<file path="config.mk">
export PLATFORM = sky130hd
export DESIGN_NAME = gimt_scale
export DESIGN_NICKNAME = d
export VERILOG_FILES = /design/src/rtl/core/gimt_pkg.sv /design/src/rtl/core/gimt_scale.sv
export SDC_FILE = /design/constraint.sdc
export NUM_CORES = 1
export LEC_CHECK = 0
export ABC_AREA = 1
export BUFFER_PORTS_ARGS = -buffer_cell sky130_fd_sc_hd__buf_4
export CORE_MARGIN = 1
export CORE_UTILIZATION = 26
export CTS_CLUSTER_SIZE = 24
export DETAILED_ROUTE_END_ITERATION = 10
export PLACE_DENSITY = 0.44
export SLEW_MARGIN = 30
export SYNTH_ARGS = -nofsm -noshare
export SYNTH_HDL_FRONTEND = slang
export SYNTH_SLANG_ARGS = --single-unit
</file>
<file path="constraint.sdc">
create_clock -name clk_i -period 6.01 [get_ports clk_i]
set_input_delay 1.202 -clock clk_i [delete_from_list [all_inputs] [get_ports clk_i]]
set_output_delay 1.202 -clock clk_i [all_outputs]
set_load 0.005 [all_outputs]
</file>
<file path="src/rtl/core/gimt_pkg.sv">
// Shared types and constants of the int8 GEMM tile multiply-accumulate block.
package gimt_pkg;

  localparam int LANE_W  = 8;
  localparam int A_LANES = 8;
  localparam int B_LANES = 4;
  localparam int PROD_W  = 2 * LANE_W;
  localparam int ACC_W   = 32;
  localparam int ROW_W   = 3;
  localparam int COL_W   = 2;
  localparam int PADDR_W = 3;
  localparam int PDATA_W = 32;

  localparam logic [ACC_W-1:0] ALPHA_RESET = 32'd1;

  // Register index, taken from the word address bit of paddr.
  localparam logic REG_ALPHA = 1'b0;

  typedef enum logic {
    OP_MAC    = 1'b0,
    OP_UPDATE = 1'b1
  } opcode_e;

  typedef struct packed {
    opcode_e                   opcode;
    logic                      first_k;
    logic [A_LANES*LANE_W-1:0] a_vec;
    logic [B_LANES*LANE_W-1:0] b_vec;
    logic [ROW_W-1:0]          row;
    logic [COL_W-1:0]          col;
    logic signed [ACC_W-1:0]   c_old;
  } in_item_t;

  typedef struct packed {
    logic signed [ACC_W-1:0] c_new;
  } out_item_t;

endpackage

</file>
<file path="src/rtl/core/gimt_scale.sv">
// Two-stage scale and add path: alpha times accumulator, then the add of c_old.
module gimt_scale (
  input  logic                       clk_i,
  input  logic                       rst_ni,
  input  logic                       valid_i,
  output logic                       ready_o,
  input  logic [gimt_pkg::ACC_W-1:0] acc_i,
  input  logic [gimt_pkg::ACC_W-1:0] alpha_i,
  input  logic [gimt_pkg::ACC_W-1:0] c_old_i,
  output logic                       valid_o,
  input  logic                       ready_i,
  output logic [gimt_pkg::ACC_W-1:0] c_new_o
);

  logic                       prod_v_q;
  logic [gimt_pkg::ACC_W-1:0] prod_q;
  logic [gimt_pkg::ACC_W-1:0] prod_d;
  logic [gimt_pkg::ACC_W-1:0] c_old_q;
  logic                       out_v_q;
  logic [gimt_pkg::ACC_W-1:0] c_new_q;
  logic [gimt_pkg::ACC_W-1:0] c_new_d;
  logic                       out_take;

  // Only the low word of the product is kept, so signedness does not matter.
  assign prod_d   = alpha_i * acc_i;
  assign c_new_d  = c_old_q + prod_q;
  assign out_take = !out_v_q || ready_i;
  assign ready_o  = !prod_v_q || out_take;

  always_ff @(posedge clk_i or negedge rst_ni) begin
    if (!rst_ni) begin
      prod_v_q <= 1'b0;
      out_v_q  <= 1'b0;
    end else begin
      if (ready_o) begin
        prod_v_q <= valid_i;
      end
      if (out_take) begin
        out_v_q <= prod_v_q;
      end
    end
  end

  always_ff @(posedge clk_i) begin
    if (ready_o && valid_i) begin
      prod_q  <= prod_d;
      c_old_q <= c_old_i;
    end
    if (out_take && prod_v_q) begin
      c_new_q <= c_new_d;
    end
  end

  assign valid_o = out_v_q;
  assign c_new_o = c_new_q;

endmodule
</file>
# [Word level (Yosys, flattened, before mapping)]
# Index checks and enable logic that the tools add are counted.
[totals] register_bits=98 input_bits=100 output_inout_bits=34
[op_classes] addsub=1 multipliers=1 reduce_logical=6
[ops] cell="32-bit adder" count=1
[ops] cell="32-bit by 32-bit multiplier with 32-bit output" count=1
[ops] cell="1-bit logical AND" count=2
[ops] cell="1-bit zero test" count=2
[ops] cell="1-bit logical OR" count=2

# [Longest topological paths before layout]
# Gate-level depths: netlist of run 1.
[logic_depth] ltp_word=4 mapped_depth=35 ltp_nobuf=34

# [Worst setup path before layout of run 1]
# Ideal clock, no wire load.
[synth_path] path_kind="in2reg" start="input acc_i[12] in the netlist's numbering" end="register prod_q[31] in the netlist's numbering (data pin)" setup_time_ns=0.252 arrival_time_ns=7.125 required_ns=5.758 slack_ns=-1.367 path_stages=25 cell_sequence="clkbuf_1 buf_1 nand2_1 fa_1 inv_1 fa_1 inv_1 fa_1 inv_1 fa_1 inv_1 fa_1 inv_1 fa_1 fa_1 fa_1 ha_1 a21oi_1 o21ai_0 a221oi_1 o21ai_0 nor2_1 inv_1 nand2_1 nand2_1"
[synth_via] elab_chain_len=1
[synth_lines] item="from (decl)" line="gimt_scale.sv:7" text="input logic [gimt_pkg::ACC_W-1:0] acc_i,"
[synth_lines] item="32-bit by 32-bit multiplier with 32-bit output" line="gimt_scale.sv:25" text="assign prod_d = alpha_i * acc_i;"
[synth_lines] item="via prod_d (one bit)" line="gimt_scale.sv:17" text="logic [gimt_pkg::ACC_W-1:0] prod_d;"
[synth_lines] item="to (signal assigned)" line="gimt_scale.sv:46" text="prod_q <= prod_d;"
[synth_lines] item="to (decl)" line="gimt_scale.sv:16" text="logic [gimt_pkg::ACC_W-1:0] prod_q;"
# The timed path passes the listed nets, and every way through them passes these cells.
# A chain may end at the register's enable or synchronous reset.

# [Worst setup path in the final report of run 1]
[layout_path] start="input acc_i[5] in the netlist's numbering" end="register prod_q[29] in the netlist's numbering (data pin)"
# The elaborated chain is that of the path after synthesis.

==> results.cfg, run 1 <==
[clock_network]
clock_path_buffers = 2
cts_hold_buf = 0
cts.sinks = 98
clk_latency_ns = 0.37
clockRootBuffer = clkbuf_16
htreeDepth = 3
clk_pin_slew_ns = 0.08
cts_buffers = 9
cts_tree = yes

[detailed_routing]
drc = 0
vias_per_cell = 4.14
final_antenna_net_count = 0
wl_per_cell_um = 15.2
routed_wl_mm = 61.5
drtPass1Iterations = 5
drt-initial-drc-count = 651
vias = 16700

[floorplanning]
dieWidth_um = 289
coreArea_um2 = 81100
start_util_pct = 26.5
io_pins = 134
row_count = 104
die_area_um2 = 83700
die_y_um = 289

[sta]
period_minus_slack_ns = 6.92
setup_viol = 22
finalHoldViolCount = 0
tns_ns = -15.07
rsz0062_at_grt = yes
worst_slack_ns = -0.909
worst_pin_slew_ns = 0.617
finalClockSkew_ns = 0.00987
post-route-period-util_pct = 115
slew_headroom_pct = 58.8
drv_slew = 0
max_freq_mhz = 145

[critical_path]
timing.critical_path.mode_cell = fa_1
rr_startpoint = prod_q[0]$_DFFE_PP_
cp.arrival_ns = 7.05
crit_chain = buf_12 -> buf_12 -> nand2_4 -> inv_2 -> fa_1 -> fa_2 -> fa_1 -> inv_2 -> fa_1 -> inv_1 -> fa_1 -> inv_1 -> fa_1 -> inv_1 -> fa_1 -> fa_2 -> ha_4 -> a21oi_4 -> nor2_1 -> nor2_1 -> o21ai_1 -> a211oi_2 -> nand2_1 -> xor2_1
cp_top_family = adder cells
crit_required_ns = 6.14
cp_slowest_cell = fa_1
ff2ff_setup_slack_ns = 3.41
cp_num_buf_inv = 7
reg2regPathDepth = 11
start_kind = input pin
cpPeakStageDelay_ns = 0.59
cp-end-kind = flip-flop
cp_max_fo = 8
crit_type = input pin to flip-flop
reg2reg_to = c_new_o[28]$_DFFE_PP_

[global_route]
antenna_found_initial = 0
grt_pass1_wl_mm = 98.4
first_global_vias = 18100
grt_max_degree = 39
track_usage_pct = 15.3
overflow = 0

[layout]
drive_gt1_share_pct = 21.9
layout.cells.non_filler = 4050
area_delta_synth_final_pct = 29.1
n_antenna_cell = 0
layout.nets = 3648
fin_util_pct = 34.2
design_area_um2 = 27700
nFillCells = 8584

[place]
dp.cells = 4003
placed_area_um2 = 25800
io_buffers = 133
place_hpwl_mm = 53.9
place_congestion = 0.849

[flow_run]
maxCapViolations = 0

[worst_hold_path]
worstHoldStart = prod_v_q$_DFFE_PN0N_
hold_depth = 2
hold_path_class = flip-flop to flip-flop
whs_endpoint = valid_o$_DFFE_PN0P_

[run_status]
outcome = finished, violations left
violations = setup timing

[synth]
synth_edf_count = 96
async_reset_ff_share_pct = 2.04
ys_seq_area_share_pct = 13.7
synth.distinct_cells = 45
netlist_area_um2 = 21500
avgSynthCellArea_um2 = 8.01
syn_nets = 3342
syn_inst = 2679
ys.flop_type = edfxtp_1
ys_ff_latch = 98
yosysWarnings = 0
[sequential cells by signal, indices dropped and copies added (netlist names)]
name,flops
prod_q,32
c_new_o,32
c_old_q,32
prod_v_q,1
valid_o,1
[repair_timing]
action                                  CTS  global route
cloned                                    2             3
buffers inserted                         18            15
resized for setup                       225            58
pin swaps                               127            60
endpoints found under the setup margin   22            23
[synthesized netlist by cell type, types with 3 or more instances]
cell type	number	area [um2]
o21ai_0	30	150
ha_1	154	1930
nor3_1	12	60.1
xor2_1	39	342
a31oi_1	8	50.1
nand2_1	764	2870
edfxtp_1	96	2880
o21ai_1	4	20.0
xnor2_1	23	201
o21bai_1	4	30.0
buf_1	8	30.0
buf_4	7	52.6
inv_1	786	2950
nor2_1	66	248
inv_2	3	11.3
nand4_1	4	25.0
clkbuf_1	71	267
a21oi_1	61	305
nand3b_1	6	45.0
a21oi_2	4	35.0
nand3_1	58	290
o21ai_2	3	26.3
nor4_1	4	25.0
a221oi_1	4	35.0
buf_2	15	75.1
a21o_1	10	75.1
fa_1	409	8190
nand2_2	4	25.0
[cells by family after synthesis]
logic type	count (synthesis)	share of synthesized area (%)
AO/OA/AOI/OAI	138	3.81
XOR/XNOR	62	2.53
adder cells (fa/ha/maj)	563	47.1
buffers and inverters	893	15.9
flip-flops	98	13.7
AND/OR/NAND/NOR	925	17.0
[metrics by stage]
step | setup slack [ns] | hold WS, ns
final | -0.909 | 0.513
after CTS | -0.846 | 0.519
after global routing | -1.13 | 0.537
after global placement | -1.35 | 0.500
after floorplan | -0.962 | 0.447
after detailed placement | -1.39 | 0.503
[layout make-up]
type | instances | area [um2] | area share (%)
clock buffers | 9 | 225 | 0.813
well taps | 1060 | 1330 | 4.79
flip-flops and latches | 98 | 2930 | 10.6
multi-input cells | 1688 | 16300 | 59.0
inverters | 789 | 2960 | 10.7
clock inverters | 7 | 108 | 0.389
repair buffers | 399 | 3800 | 13.7
[worst max path at each step]
stage           startpoint                   end  slack, ns  depth (start not counted)
2_1_floorplan    acc_i[15]  prod_q[31]$_DFFE_PP_      -0.96                         25
3_3_place_gp   alpha_i[13]  prod_q[31]$_DFFE_PP_      -1.35                         25
3_5_place_dp   alpha_i[13]  prod_q[31]$_DFFE_PP_      -1.39                         23
4_1_cts        alpha_i[12]  prod_q[31]$_DFFE_PP_      -0.85                         25
5_1_grt        alpha_i[22]  prod_q[31]$_DFFE_PP_      -1.13                         25
6_report          acc_i[5]  prod_q[29]$_DFFE_PP_      -0.91                         24
[worst register-to-register path, delay by kind of cell (launching register included)]
kind	cells	cell delay [ns]
fa+ha+maj	2	0.62
buf+inv	2	0.16
flops	1	0.33
compound gates	4	0.88
simple gates	3	0.38
[layout by cell type, fill, tap and decap left out, types with 3 or more instances in the layout]
| cell | instances |
|---|---|
| nor2_4 | 8 |
| a21o_1 | 8 |
| xnor2_1 | 18 |
| a21oi_4 | 10 |
| a21oi_2 | 17 |
| a31oi_1 | 6 |
| nand2_4 | 15 |
| buf_12 | 34 |
| ha_4 | 32 |
| a21oi_1 | 38 |
| fa_2 | 40 |
| nand3b_1 | 6 |
| xor2_1 | 37 |
| buf_6 | 43 |
| nand3_1 | 50 |
| o21bai_1 | 3 |
| clkbuf_16 | 12 |
| nand2_2 | 27 |
| buf_8 | 13 |
| nor2_1 | 54 |
| o21ai_1 | 7 |
| ha_1 | 121 |
| nand2_1 | 726 |
| xnor2_2 | 4 |
| nor2_2 | 5 |
| nand4_1 | 4 |
| nand3_4 | 3 |
| inv_2 | 37 |
| o21ai_0 | 19 |
| o21ai_4 | 5 |
| nor3_1 | 9 |
| fa_1 | 369 |
| o21ai_2 | 6 |
| edfxtp_1 | 96 |
| buf_4 | 303 |
| nand3_2 | 6 |
| inv_1 | 752 |
| nor4_2 | 3 |
[per-layer routing]
metal	global-route usage, %	vias up	wire length, um
met1	19.1	8202	27200
met2	28.7	193	32200
met4	3.11	0	1030
met5	0	-	0
li1	-	8306	-
met3	0.756	48	1130
Power of run 1 is left out: the tool's default activity adds up to more than one toggle a clock period on the data nets, which glitch-free logic cannot reach.
==> inputs of run 2 (changes only) <==
Settings changed: CELL_PAD_IN_SITES_DETAIL_PLACEMENT set to 1, CELL_PAD_IN_SITES_GLOBAL_PLACEMENT set to 1, PLACE_DENSITY 0.44 to 0.53.
==> results.cfg, run 2 (synthesized netlist as in run 1, its figures left out) <==
[clock_network]
cts_tree = yes
htreeDepth = 3
clock_path_buffers = 2
cts.sinks = 98
cts_hold_buf = 0
clockRootBuffer = clkbuf_16
clk_pin_slew_ns = 0.07
clk_latency_ns = 0.37
cts_buffers = 9

[floorplanning]
die_y_um = 289
row_count = 104
io_pins = 134
coreArea_um2 = 81100
start_util_pct = 26.5
dieWidth_um = 289
die_area_um2 = 83700

[run_status]
violations = setup timing
outcome = finished, violations left

[place]
place_hpwl_mm = 61.5
placed_area_um2 = 25800
dp_worst_setup_slack_ns = -1.50
io_buffers = 133
place_congestion = 0.874

[layout]
nFillCells = 9600
final_cell_mix = inv_1 (743), nand2_1 (716), fa_1 (377), buf_4 (305), ha_1 (117)
layout_commonest_cell = inv_1
drive_gt1_share_pct = 23.1
design_area_um2 = 28000
layout.nets = 3661
area_delta_synth_final_pct = 30.5
n_antenna_cell = 0

[global_route]
grt_max_degree = 65
overflow = 0
track_usage_pct = 17.6
first_global_vias = 20700
grt_pass1_wl_mm = 113
antenna_found_initial = 0

[worst_hold_path]
hold_path_class = flip-flop to flip-flop

[critical_path]
timing.critical_path.mode_cell = fa_1
start_kind = input pin
crit_type = input pin to flip-flop
cp_top_family = adder cells
cp_max_fo = 4
cp_slowest_cell = fa_1
crit_required_ns = 6.14
cp-end-kind = flip-flop
ff2ff_setup_slack_ns = 3.52
cp_num_buf_inv = 8
cpPeakStageDelay_ns = 0.61
cp.arrival_ns = 7.07

[sta]
setup_viol = 23
finalHoldViolCount = 0
worst_slack_ns = -0.931
finalClockSkew_ns = 0.00945
slew_headroom_pct = 45.1
tns_ns = -17.04
period_minus_slack_ns = 6.94
post-route-period-util_pct = 115
rsz0062_at_grt = yes
worst_pin_slew_ns = 0.823
max_freq_mhz = 144
drv_slew = 0

[detailed_routing]
drc = 0
wl_per_cell_um = 17.5
vias_per_cell = 4.36
drtPass1Iterations = 5
drt-initial-drc-count = 590
vias = 17700
final_antenna_net_count = 0
routed_wl_mm = 71.3

[flow_run]
maxCapViolations = 0
## run 2: cell types whose count changed in the layout (fill, tap and decap cells not counted), sizes merged
cell | before | now
clkbuf | 12 | 11
clkinvlp | 1 | 0
buf | 395 | 411
clkinv | 1 | 2
bufinv | 2 | 1
bufbuf | 1 | 0
## run 2: path summary, 6_finish.rpt
path / from / end / cells after the start
min reg2reg: prod_v_q$_DFFE_PN0N_ / valid_o$_DFFE_PN0P_ / 2
max in group asynchronous: rst_ni / valid_o$_DFFE_PN0P_ / 1
min in group asynchronous: rst_ni / prod_v_q$_DFFE_PN0N_ / 1
max reg2reg: prod_q[2]$_DFFE_PP_ / c_new_o[19]$_DFFE_PP_ / 12
max: acc_i[3] / prod_q[31]$_DFFE_PP_ / 25
min: prod_v_q$_DFFE_PN0N_ / valid_o$_DFFE_PN0P_ / 2
## run 2: layer usage
layer | global-route usage [%] | vias up | routed length [um]
met4 | 7.01 | 0 | 3130
met2 | 34.0 | 280 | 38700
li1 | - | 8330 | -
met1 | 19.9 | 9010 | 27900
met3 | 1.17 | 113 | 1570
met5 | 0 | - | 0
## run 2: layout make-up
cell class	count	area, um2	share of cell area (%)
inverter	789	2970	10.6
multi-input combinational	1688	16500	59.0
clock buffer	10	229	0.818
sequential	98	2930	10.5
tap	1060	1330	4.74
clock inverter	6	72.6	0.259
timing repair buffer	412	3950	14.1
## run 2: worst register-to-register path: cells and delay by family (launching register included)
| kind | cells | cell delay [ns] |
|---|---|---|
| fa+ha+maj | 1 | 0.36 |
| flops | 1 | 0.39 |
| simple gates | 7 | 0.71 |
| compound gates | 4 | 0.76 |
## run 2: repair_timing
action,in CTS,in global routing
gates resized for setup,239,105
setup buffers,32,13
cloned,2,1
endpoints found under the setup margin,23,24
pin swaps,144,87
hold endpoints to repair,0,0
## run 2: per-stage QoR
step	util, %	hold slack, ns	cells
CTS	33.8	0.555	4054
global route	34.5	0.577	4063
finish	34.5	0.548	4063
global placement	31.9	0.492	4003
floorplan	-	0.447	2679
detailed placement	31.9	0.534	4004
Power of run 2 is left out for the same reason.
